$ cat src/design/wbps_pkg.sv
// Package: payload structs, action and register codes, cell control for the pattern search core.
`default_nettype none
package wbps_pkg;

  localparam int CFG_INDEX_W = 2;
  localparam int CFG_DATA_W  = 32;

  localparam logic [1:0] ACT_LOAD    = 2'd0;
  localparam logic [1:0] ACT_DATA    = 2'd1;
  localparam logic [1:0] ACT_RESTART = 2'd2;

  localparam logic [CFG_INDEX_W-1:0] REG_PATTERN_LENGTH = 2'd0;
  localparam logic [CFG_INDEX_W-1:0] REG_START_POS      = 2'd1;
  localparam logic [CFG_INDEX_W-1:0] REG_END_POS        = 2'd2;
  localparam logic [CFG_INDEX_W-1:0] REG_END_LIMIT_ON   = 2'd3;

  typedef struct packed {
    logic [1:0] action;
    logic [7:0] pattern_index;
    logic [7:0] value;
  } in_item_t;

  typedef struct packed {
    logic        found;
    logic [31:0] first_byte_pos;
    logic [31:0] match_number;
    logic        beyond_end;
  } out_item_t;

  typedef enum logic {
    KIND_DATA,
    KIND_RESTART
  } item_kind_t;

  typedef struct packed {
    logic       step;
    logic       clear;
    logic       load;
    logic [7:0] load_index;
    logic [7:0] value;
  } cell_ctl_t;

endpackage
`default_nettype wire

$ cat src/design/windowed_byte_pattern_search_core.sv
// Top level: row of search cells, position tracking, match count and output register.
// A data result is registered first in the cell row, then in the select/count output register.
// Throughput: one item per cycle unless the output stalls; the cell row compares all pattern
// bytes in the transfer cycle; stage two selects the flag at pattern_length, updates the count.
// Load and restart items give no result; restart clears all flags in its transfer cycle.
// Reset: flags, position and count cleared, registers at reset values; pattern bytes
// are undefined until loaded.
`default_nettype none
module windowed_byte_pattern_search_core #(
  parameter int PATTERN_DEPTH = 256,
  parameter int OFFSET_BITS   = 32
) (
  input  wire                                      clk,
  input  wire                                      rst,
  input  wire                                      in_valid,
  output logic                                     in_ready,
  input  wire wbps_pkg::in_item_t                  in_data,
  output logic                                     out_valid,
  input  wire                                      out_ready,
  output wbps_pkg::out_item_t                      out_data,
  input  wire                                      cfg_valid,
  output logic                                     cfg_ready,
  input  wire [wbps_pkg::CFG_INDEX_W-1:0]          cfg_index,
  input  wire [wbps_pkg::CFG_DATA_W-1:0]           cfg_data
);

  localparam int IDX_W = (PATTERN_DEPTH > 1) ? $clog2(PATTERN_DEPTH) : 1;

  logic [8:0]  pattern_length;
  logic [31:0] start_pos;
  logic [31:0] end_pos;
  logic        end_limit_on;

  logic [PATTERN_DEPTH-1:0] flags;
  logic [OFFSET_BITS-1:0]   position;
  logic [31:0]              match_total;

  logic                 s2_valid;
  wbps_pkg::item_kind_t s2_kind;
  logic                 s2_beyond;
  logic [31:0]          s2_offset;

  logic                 in_fire;
  logic                 s2_move;
  logic                 is_data;
  logic                 is_restart;
  logic                 beyond;
  logic [IDX_W-1:0]     len_m1;
  logic [OFFSET_BITS-1:0] end_cut;
  logic [OFFSET_BITS-1:0] first_pos;
  logic                 hit;
  logic [31:0]          total_next;
  wbps_pkg::cell_ctl_t  ctl;

  assign cfg_ready = 1'b1;

  always_ff @(posedge clk) begin
    if (rst) begin
      pattern_length <= 9'd1;
      start_pos      <= '0;
      end_pos        <= '0;
      end_limit_on   <= 1'b0;
    end else if (cfg_valid) begin
      case (cfg_index)
        wbps_pkg::REG_PATTERN_LENGTH: pattern_length <= cfg_data[8:0];
        wbps_pkg::REG_START_POS:      start_pos      <= cfg_data;
        wbps_pkg::REG_END_POS:        end_pos        <= cfg_data;
        wbps_pkg::REG_END_LIMIT_ON:   end_limit_on   <= cfg_data[0];
        default: ;
      endcase
    end
  end

  always_comb begin
    if (pattern_length == 9'd0) begin
      len_m1 = '0;
    end else if (32'(pattern_length) > 32'(PATTERN_DEPTH)) begin
      len_m1 = IDX_W'(PATTERN_DEPTH - 1);
    end else begin
      len_m1 = IDX_W'(pattern_length - 9'd1);
    end
  end

  assign end_cut    = OFFSET_BITS'(end_pos);
  assign in_fire    = in_valid && in_ready;
  assign is_data    = (in_data.action == wbps_pkg::ACT_DATA);
  assign is_restart = (in_data.action == wbps_pkg::ACT_RESTART);
  assign beyond     = end_limit_on && (position > end_cut);
  assign first_pos  = position - OFFSET_BITS'(len_m1);

  assign s2_move  = s2_valid && ((s2_kind == wbps_pkg::KIND_RESTART) || !out_valid || out_ready);
  assign in_ready = !s2_valid || s2_move;

  always_comb begin
    ctl.step       = in_fire && is_data && !beyond;
    ctl.clear      = in_fire && is_restart;
    ctl.load       = in_fire && (in_data.action == wbps_pkg::ACT_LOAD);
    ctl.load_index = in_data.pattern_index;
    ctl.value      = in_data.value;
  end

  for (genvar i = 0; i < PATTERN_DEPTH; i++) begin : g_cell
    logic prev;
    if (i == 0) begin : g_head
      assign prev = 1'b1;
    end else begin : g_link
      assign prev = flags[i-1];
    end
    wbps_cell #(
      .CELL_INDEX(i)
    ) u_cell (
      .clk      (clk),
      .rst      (rst),
      .ctl      (ctl),
      .prev_flag(prev),
      .flag     (flags[i])
    );
  end

  always_ff @(posedge clk) begin
    if (rst) begin
      position <= '0;
    end else if (ctl.clear) begin
      position <= OFFSET_BITS'(start_pos);
    end else if (ctl.step) begin
      position <= position + OFFSET_BITS'(1);
    end
  end

  always_ff @(posedge clk) begin
    if (rst) begin
      s2_valid <= 1'b0;
    end else if (in_ready) begin
      s2_valid <= in_fire && (is_data || is_restart);
    end
  end

  always_ff @(posedge clk) begin
    if (in_ready) begin
      s2_kind   <= is_restart ? wbps_pkg::KIND_RESTART : wbps_pkg::KIND_DATA;
      s2_beyond <= beyond;
      s2_offset <= 32'(first_pos);
    end
  end

  assign hit = flags[len_m1] && !s2_beyond;

  always_comb begin
    total_next = match_total;
    if (hit && (match_total != 32'hFFFF_FFFF)) begin
      total_next = match_total + 32'd1;
    end
  end

  always_ff @(posedge clk) begin
    if (rst) begin
      match_total <= '0;
    end else if (s2_move) begin
      if (s2_kind == wbps_pkg::KIND_RESTART) begin
        match_total <= '0;
      end else begin
        match_total <= total_next;
      end
    end
  end

  always_ff @(posedge clk) begin
    if (rst) begin
      out_valid <= 1'b0;
    end else if (s2_move && (s2_kind == wbps_pkg::KIND_DATA)) begin
      out_valid <= 1'b1;
    end else if (out_ready) begin
      out_valid <= 1'b0;
    end
  end

  always_ff @(posedge clk) begin
    if (s2_move && (s2_kind == wbps_pkg::KIND_DATA)) begin
      out_data.found          <= hit;
      out_data.first_byte_pos <= hit ? s2_offset : 32'd0;
      out_data.match_number   <= total_next;
      out_data.beyond_end     <= s2_beyond;
    end
  end

  a_found_not_beyond: assert property (@(posedge clk) disable iff (rst)
    out_valid |-> !(out_data.found && out_data.beyond_end))
    else $error("found and beyond_end both set");

  a_offset_zero: assert property (@(posedge clk) disable iff (rst)
    (out_valid && !out_data.found) |-> (out_data.first_byte_pos == 32'd0))
    else $error("first_byte_pos nonzero without a match");

  a_total_monotonic: assert property (@(posedge clk) disable iff (rst)
    (s2_move && (s2_kind == wbps_pkg::KIND_DATA)) |=> (match_total >= $past(match_total)))
    else $error("match count decreased on a data byte");

  a_stall_blocks_input: assert property (@(posedge clk) disable iff (rst)
    (s2_valid && !s2_move) |-> !in_ready)
    else $error("input taken while second stage is stalled");

  a_restart_clears: assert property (@(posedge clk) disable iff (rst)
    (in_fire && is_restart) |=> (flags == '0))
    else $error("flags not cleared after restart transfer");

endmodule
`default_nettype wire

$ cat src/design/wbps_cell.sv
// One search cell: holds a pattern byte and its partial-match flag.
`default_nettype none
module wbps_cell #(
  parameter int CELL_INDEX = 0
) (
  input  wire                      clk,
  input  wire                      rst,
  input  wire wbps_pkg::cell_ctl_t ctl,
  input  wire                      prev_flag,
  output logic                     flag
);

  logic [7:0] pattern;

  always_ff @(posedge clk) begin
    if (ctl.load && (32'(ctl.load_index) == 32'(CELL_INDEX))) begin
      pattern <= ctl.value;
    end
  end

  always_ff @(posedge clk) begin
    if (rst) begin
      flag <= 1'b0;
    end else if (ctl.clear) begin
      flag <= 1'b0;
    end else if (ctl.step) begin
      flag <= prev_flag && (pattern == ctl.value);
    end
  end

endmodule
`default_nettype wire

$ cat config.mk
export PLATFORM = sky130hd
export DESIGN_NAME = windowed_byte_pattern_search_core
export DESIGN_NICKNAME = d
export VERILOG_FILES = /design/src/design/wbps_pkg.sv /design/src/design/windowed_byte_pattern_search_core.sv /design/src/design/wbps_cell.sv
export SDC_FILE = /design/constraint.sdc
export NUM_CORES = 2
export LEC_CHECK = 0
export ABC_AREA = 1
export BUFFER_PORTS_ARGS = -buffer_cell sky130_fd_sc_hd__buf_2
export CORE_MARGIN = 8
export CORE_UTILIZATION = 60
export CTS_CLUSTER_DIAMETER = 120
export CTS_CLUSTER_SIZE = 28
export DETAILED_ROUTE_END_ITERATION = 8
export PLACE_DENSITY = 0.76
export SKIP_LAST_GASP = 1
export SYNTH_ARGS = -nofsm -noshare
export SYNTH_HDL_FRONTEND = slang
export SYNTH_SLANG_ARGS = --single-unit
$ cat constraint.sdc
create_clock -name clk -period 5.7 [get_ports clk]
set_clock_uncertainty 0.05 [all_clocks]
set_input_delay 0.285 -clock clk [delete_from_list [all_inputs] [get_ports clk]]
set_output_delay 0.285 -clock clk [all_outputs]
set_load 0.02 [all_outputs]
* Word level (Yosys, flattened, before mapping)
Cells that the tools add are included.
** Word-level totals
- Register bits :: 2544
- Latch bits :: 0
- Memory bits (writable) :: 0
- Bits in read-only memories :: 0
- Output and inout port bits :: 69
- Memories kept :: 0
** Cells by class
- Add/subtract/negate cells :: 4
- $mul :: 0
- Div/mod/pow operators :: 0
- Order comparisons :: 3
- Equality and inequality tests :: 517
- Shift operators :: 0
- Multiplexer cells :: 11
- Bitwise operators :: 1
- Reductions and logical operators :: 541
** Operators by type and width (number)
- 8-bit == test :: 256
- 8-bit == test, second input constant :: 128
- 1-bit logical AND :: 522
- 8-bit by 7-bit == test with 1-bit output, second input constant :: 64
- 8-bit by 6-bit == test with 1-bit output, second input constant :: 32
- 8-bit by 5-bit == test with 1-bit output, second input constant :: 16
- 32-bit 2-to-1 mux :: 4
- 32-bit by 1-bit adder with 32-bit output, second input constant :: 2
- 8-bit by 4-bit == test with 1-bit output, second input constant :: 8
- 8-bit by 3-bit == test with 1-bit output, second input constant :: 4
- 32-bit > comparator :: 1
- 32-bit != test, second input constant :: 1
- 32-bit by 8-bit subtractor with 32-bit output :: 1
- 8-bit by 2-bit == test with 1-bit output, second input constant :: 2
- 8-bit 2-to-1 mux :: 2
- 9-bit > comparator, second input constant :: 1
- 9-bit zero test :: 1
- 8-bit by 9-bit less-than comparator with 1-bit output, second input constant :: 1
- 1-bit binary-select mux with 8-bit select :: 1
- 8-bit by 1-bit == test with 1-bit output, second input constant :: 1
- 8-bit zero test :: 1
- 2-bit AND reduction :: 4
- 8-bit by 1-bit subtractor with 8-bit output, second input constant :: 1
- 2-bit == test, second input constant :: 3
- 8 further kinds :: 20

* Longest topological paths before layout
- Depth in word-level cells :: 10
- Depth in mapped cells :: 24
- Gate-level depth less buffers :: 23

* Modules after synthesis
Synthesis repeated with hierarchy kept, for this count alone.
** Second synthesis, totals
- Cells, all modules :: 15960
- Area total of the unflattened synthesis :: 133337.9 µm²
** Modules (own cells, without submodules)
- wbps_cell (g_cell[100].u_cell ...) :: instances 34, cells each 54, area each 460.4 µm²
- windowed_byte_pattern_search_core :: instances 1, cells each 2094, area each 14785.4 µm²
- wbps_cell (g_cell[101].u_cell ...) :: instances 28, cells each 55, area each 467.9 µm²
- wbps_cell (g_cell[103].u_cell ...) :: instances 28, cells each 55, area each 464.2 µm²
- wbps_cell (g_cell[111].u_cell ...) :: instances 26, cells each 54, area each 461.7 µm²
- wbps_cell (g_cell[131].u_cell ...) :: instances 24, cells each 54, area each 464.2 µm²
- wbps_cell (g_cell[109].u_cell ...) :: instances 16, cells each 53, area each 457.9 µm²
- wbps_cell (g_cell[1].u_cell ...) :: instances 12, cells each 54, area each 465.4 µm²
- wbps_cell (g_cell[113].u_cell ...) :: instances 10, cells each 53, area each 460.4 µm²
- wbps_cell (g_cell[128].u_cell ...) :: instances 10, cells each 53, area each 456.7 µm²
- wbps_cell (g_cell[145].u_cell ...) :: instances 8, cells each 56, area each 471.7 µm²
- wbps_cell (g_cell[116].u_cell ...) :: instances 8, cells each 56, area each 466.7 µm²
- wbps_cell (g_cell[220].u_cell ...) :: instances 7, cells each 54, area each 462.9 µm²
- wbps_cell (g_cell[129].u_cell ...) :: instances 6, cells each 53, area each 459.2 µm²
- 12 more rows

* Worst setup path before layout
Ideal clock, no wire load.
- Path type :: register to register
- From :: register pattern_length[0]
- To :: register s2_offset[30] (data pin)
- Setup time :: 258 ps
- Data arrival time :: 3699 ps
- Required time :: 5392 ps
- Setup slack :: 1693 ps
- Cell stages (with the launch flop) :: 24
- Buffers on the path :: 2
- Period minus slack after synthesis :: 4007 ps
- Cells stage by stage :: dfxtp_1 -> inv_1 -> ha_1 -> nand2_1 -> o21ai_4 -> buf_6 -> buf_2 -> a31oi_1 -> inv_1 -> ha_1 -> a21oi_1 -> o21a_1 -> o31ai_1 -> nand2_1 -> a21oi_1 -> inv_1 -> nand2_1 -> nor3_1 -> nand3_1 -> nor3_1 -> nand3_1 -> nor2_1 -> nand3_1 -> xor2_1
** On the way
- Cells in the longest elaborated chain, start to end :: 4
** RTL lines
- start, declared :: RTL line windowed_byte_pattern_search_core.sv:29 : logic [8:0] pattern_length;
- start signal, assigned :: RTL line windowed_byte_pattern_search_core.sv:65 : wbps_pkg::REG_PATTERN_LENGTH: pattern_length <= cfg_data[8:0];
- 8-bit by 1-bit subtractor with 8-bit output / 9-bit > comparator (equally long branches) :: RTL line windowed_byte_pattern_search_core.sv:80, windowed_byte_pattern_search_core.sv:77
- 8-bit 2-to-1 mux :: RTL line windowed_byte_pattern_search_core.sv:77 : end else if (32'(pattern_length) > 32'(PATTERN_DEPTH)) begin
- 8-bit 2-to-1 mux * :: RTL line windowed_byte_pattern_search_core.sv:75 : if (pattern_length == 9'd0) begin
- 32-bit by 8-bit subtractor with 32-bit output * :: RTL line windowed_byte_pattern_search_core.sv:89 : assign first_pos = position - OFFSET_BITS'(len_m1);
- via first_pos[30] :: RTL line windowed_byte_pattern_search_core.sv:50 : logic [OFFSET_BITS-1:0] first_pos;
- end signal, assigned :: RTL line windowed_byte_pattern_search_core.sv:142 : s2_offset <= 32'(first_pos);
- end, declared :: RTL line windowed_byte_pattern_search_core.sv:41 : logic [31:0] s2_offset;
The timed path passes the listed nets; every way through them passes the cells marked *.
A chain may end at the register's enable or synchronous reset.

* Final worst setup path
- From :: register pattern_length[0]
- To :: register s2_offset[29] (data pin)
The elaborated chain is that of the path after synthesis.

==> flow_metrics.tcl <==
set metrics [dict create \
    syn-instance-count 9522 \
    ios 126 \
    clock-root-buffer "clkbuf_16" \
    cts_buffer_depth 3 \
    max_freq_mhz 195 \
    finalSetupViolations 0 \
    crit_path_cell_trace "inv_1 -> ha_1 -> nand2_1 -> nor2_2 -> nand3_4 -> inv_1 -> a31oi_1 -> inv_1 -> ha_1 -> a21oi_1 -> o21ai_0 -> nor4_1 -> nand2_1 -> nor3_1 -> inv_1 -> nor4_1 -> nand3_1 -> xor2_1" \
    status "complete, no violations" \
    grt_usage 0.292 \
    io_buffers 124 \
    syn_area_sq_um 110000 \
    start_util 0.603 \
    post-synth-top-count-cell "edfxtp_1" \
    synth-edff-count 2148 \
    maxSlewHeadroom 0.121 \
    rsz0062_at_grt "no" \
    nNetsFinal 9450 \
    vias 77180 \
    cts.sinks 2544 \
    grt_pass1_wl_um 450000 \
    start_kind "register" \
    crit_path_max_incr_delay_ps 640 \
    r2r-end "s2_offset[29]" \
    clkLatencyLatePin_ps 810 \
    grt_pass1_vias 75099 \
    antenna_found_initial 15 \
    place_hpwl_um 172000 \
    fin_cells 11904 \
    finalWorstSetupSlack_ps 560 \
    finalCritPeriodShare 0.902 \
    grt_max_degree 137 \
    pre_cts_ws_ps 766 \
    die_area_sq_um 198000 \
    tightest_slew_ps 1310 \
    leakage_nw 38.6 \
    synth.top_cells.by_count "edfxtp_1 (2,148), nand2_1 (979), nor2_1 (920), o21ai_0 (648), xor2_1 (615)" \
    end_kind "register" \
    routed_wl_um 299000 \
    slew_violations 0 \
    maxCapViolCount 0 \
    crit_top_cell "inv_1" \
    total_power_mw 32.5 \
    r2r_setup_slack_ps 560 \
    rows 157 \
    power.density_nw_per_um2 277 \
    worstReg2RegStart "pattern_length[0]" \
    routedWlPerCell_um 25.1 \
    gr-total-overflow 0 \
    die_x_um 445 \
    area_delta_synth_final_pct 6.05 \
    synth.largest_area_cell "edfxtp_1" \
    cts_buffers 101 \
    via_per_inst 6.48 \
    ys_async_sr_fraction 0 \
    whs_ps 102 \
    drive_above_1_share 0.0671 \
    htreeDepth 3 \
    gp_congestion 0.896 \
    final.setup.tns_ps 0 \
    ant_nets 0 \
    crit_fanout 8 \
    remaining_drc_errors 0 \
    cp_slowest_cell "a31oi_1" \
    synth_cell_types 54 \
    critical_path_class "reg -> reg" \
    ys_warn_count 0 \
    place_inst 11658 \
    hold_viol 0 \
    drt_iter0_markers 9274 \
    peakVddDrop_v 0.000273 \
    synth_top_area_frac 0.584 \
    worstPathArrival_ps 5630 \
    die_h_um 445 \
    synth_fp_nets 9626 \
    syn_area_per_cell_sq_um 11.6 \
    cp.required_ps 6190 \
    whs_path_depth 2 \
    cts.clk_slew.worst_paths_ps 110 \
    synth_seq_cells 2544 \
    holdPathEnd "g_cell[4].u_cell.pattern[0]" \
    cts_tree "done" \
    synthFlopType "edfxtp_1" \
    firstDrtPassIters 6 \
    seq_area_frac_synth 0.656 \
    post-route-min-period_ps 5140 \
    yosys-top-cells-area "edfxtp_1 (58%), dfxtp_1 (7.2%), xor2_1 (4.9%), nand2_1 (3.3%), nor2_1 (3.1%)" \
    hold_path.class "in -> reg" \
    hp-start "in_data[0]" \
    rr_worst_depth 18 \
    core_sq_um 183000 \
]
==> where the power goes <==
group / internal (mW) / switching, mW
Combinational: 0.793 / 2.15
Sequential: 20.4 / 0.168
Clock: 3.46 / 5.51
==> worst max path at each step <==
stage / cells past startpoint / startpoint / slack [ps] / end
after detailed placement: 18 / pattern_length[0] / 770 / s2_offset[29]
after global placement: 18 / pattern_length[0] / 930 / s2_offset[29]
after floorplan: 23 / pattern_length[0] / 1690 / s2_offset[30]
after CTS: 18 / pattern_length[0] / 720 / s2_offset[29]
after global routing: 18 / pattern_length[0] / 190 / s2_offset[29]
final: 18 / pattern_length[0] / 560 / s2_offset[29]
==> layout make-up <==
class,instances,area (sq um)
Sequential cell,2544,72400
Fill cell,13546,66000
Multi-Input combinational cell,5824,33600
Tap cell,2464,3080
Timing Repair Buffer,328,2880
Clock buffer,182,2850
Inverter,547,2110
Clock inverter,6,104
Antenna cell,9,22.5
==> repair_timing <==
action                    in CTS  in global routing
resized for setup              0                  0
hold endpoints to repair     254                  0
buffers inserted               0                  0
hold buffers                  49                  0
==> logic make-up (layout without fill, tap and decap cells) <==
group                      count (synthesis)  after routing  share of synthesized area
buffers and inverters                   1154           1063                     0.0402
xor gates and xnor gates                 800            800                     0.0634
AOI/OAI and AO/OA                       2113           2113                      0.121
adders and majority gates                 47             47                    0.00539
and+or+nand+nor                         2863           2863                      0.114
other                                      1             10                  0.0000340
DFF                                     2544           2544                      0.656
==> per-stage QoR <==
step                 util  area, sq um
detailed placement  0.621       114000
floorplan               -       110000
global placement    0.621       114000
global route        0.640       117000
CTS                 0.640       117000
finish              0.640       117000
==> cell usage in the layout, fill, tap and decap left out, types with 116 or more instances in the layout <==
cell type | Yosys | final
inv_1 | 534 | 529
edfxtp_1 | 2148 | 2148
a2111oi_0 | 267 | 267
a21oi_1 | 430 | 430
dfxtp_1 | 396 | 396
nand3_1 | 467 | 464
xnor2_1 | 185 | 185
o21ai_0 | 648 | 648
o22ai_1 | 194 | 194
buf_2 | 35 | 116
or2_2 | 202 | 202
nand2_1 | 979 | 972
nand4_1 | 136 | 136
nor2_1 | 920 | 919
xor2_1 | 615 | 615
a211oi_1 | 239 | 239
==> critical path, delay by kind of cell (launching register included) <==
family                     cells  cell delay, ps
AOI/OAI and AO/OA              3            1010
xor gates and xnor gates       1             170
adders and majority gates      2             680
buffers and inverters          4             830
DFF                            1             430
and+or+nand+nor                8            1710
==> flip-flops by register name, indices dropped and copies added, names as in the netlist <==
name	cells
end_cut	32
match_total	32
position	32
s2_beyond	1
g_cell.u_cell.flag	256
out_data	66
start_pos	32
s2_valid	1
s2_offset	32
s2_kind	1
out_valid	1
end_limit_on	1
g_cell.u_cell.pattern	2048
pattern_length	9
==> per-layer routing <==
metal / part of all wire / vias to the layer above / track usage
li1: - / 34198 / -
met1: 0.38 / 37708 / 0.392
met2: 0.47 / 4528 / 0.479
met3: 0.11 / 740 / 0.0484
met4: 0.043 / 6 / 0.116
met5: 0.00012 / - / 0
No activity file was read; power rests on OpenSTA's default activity.
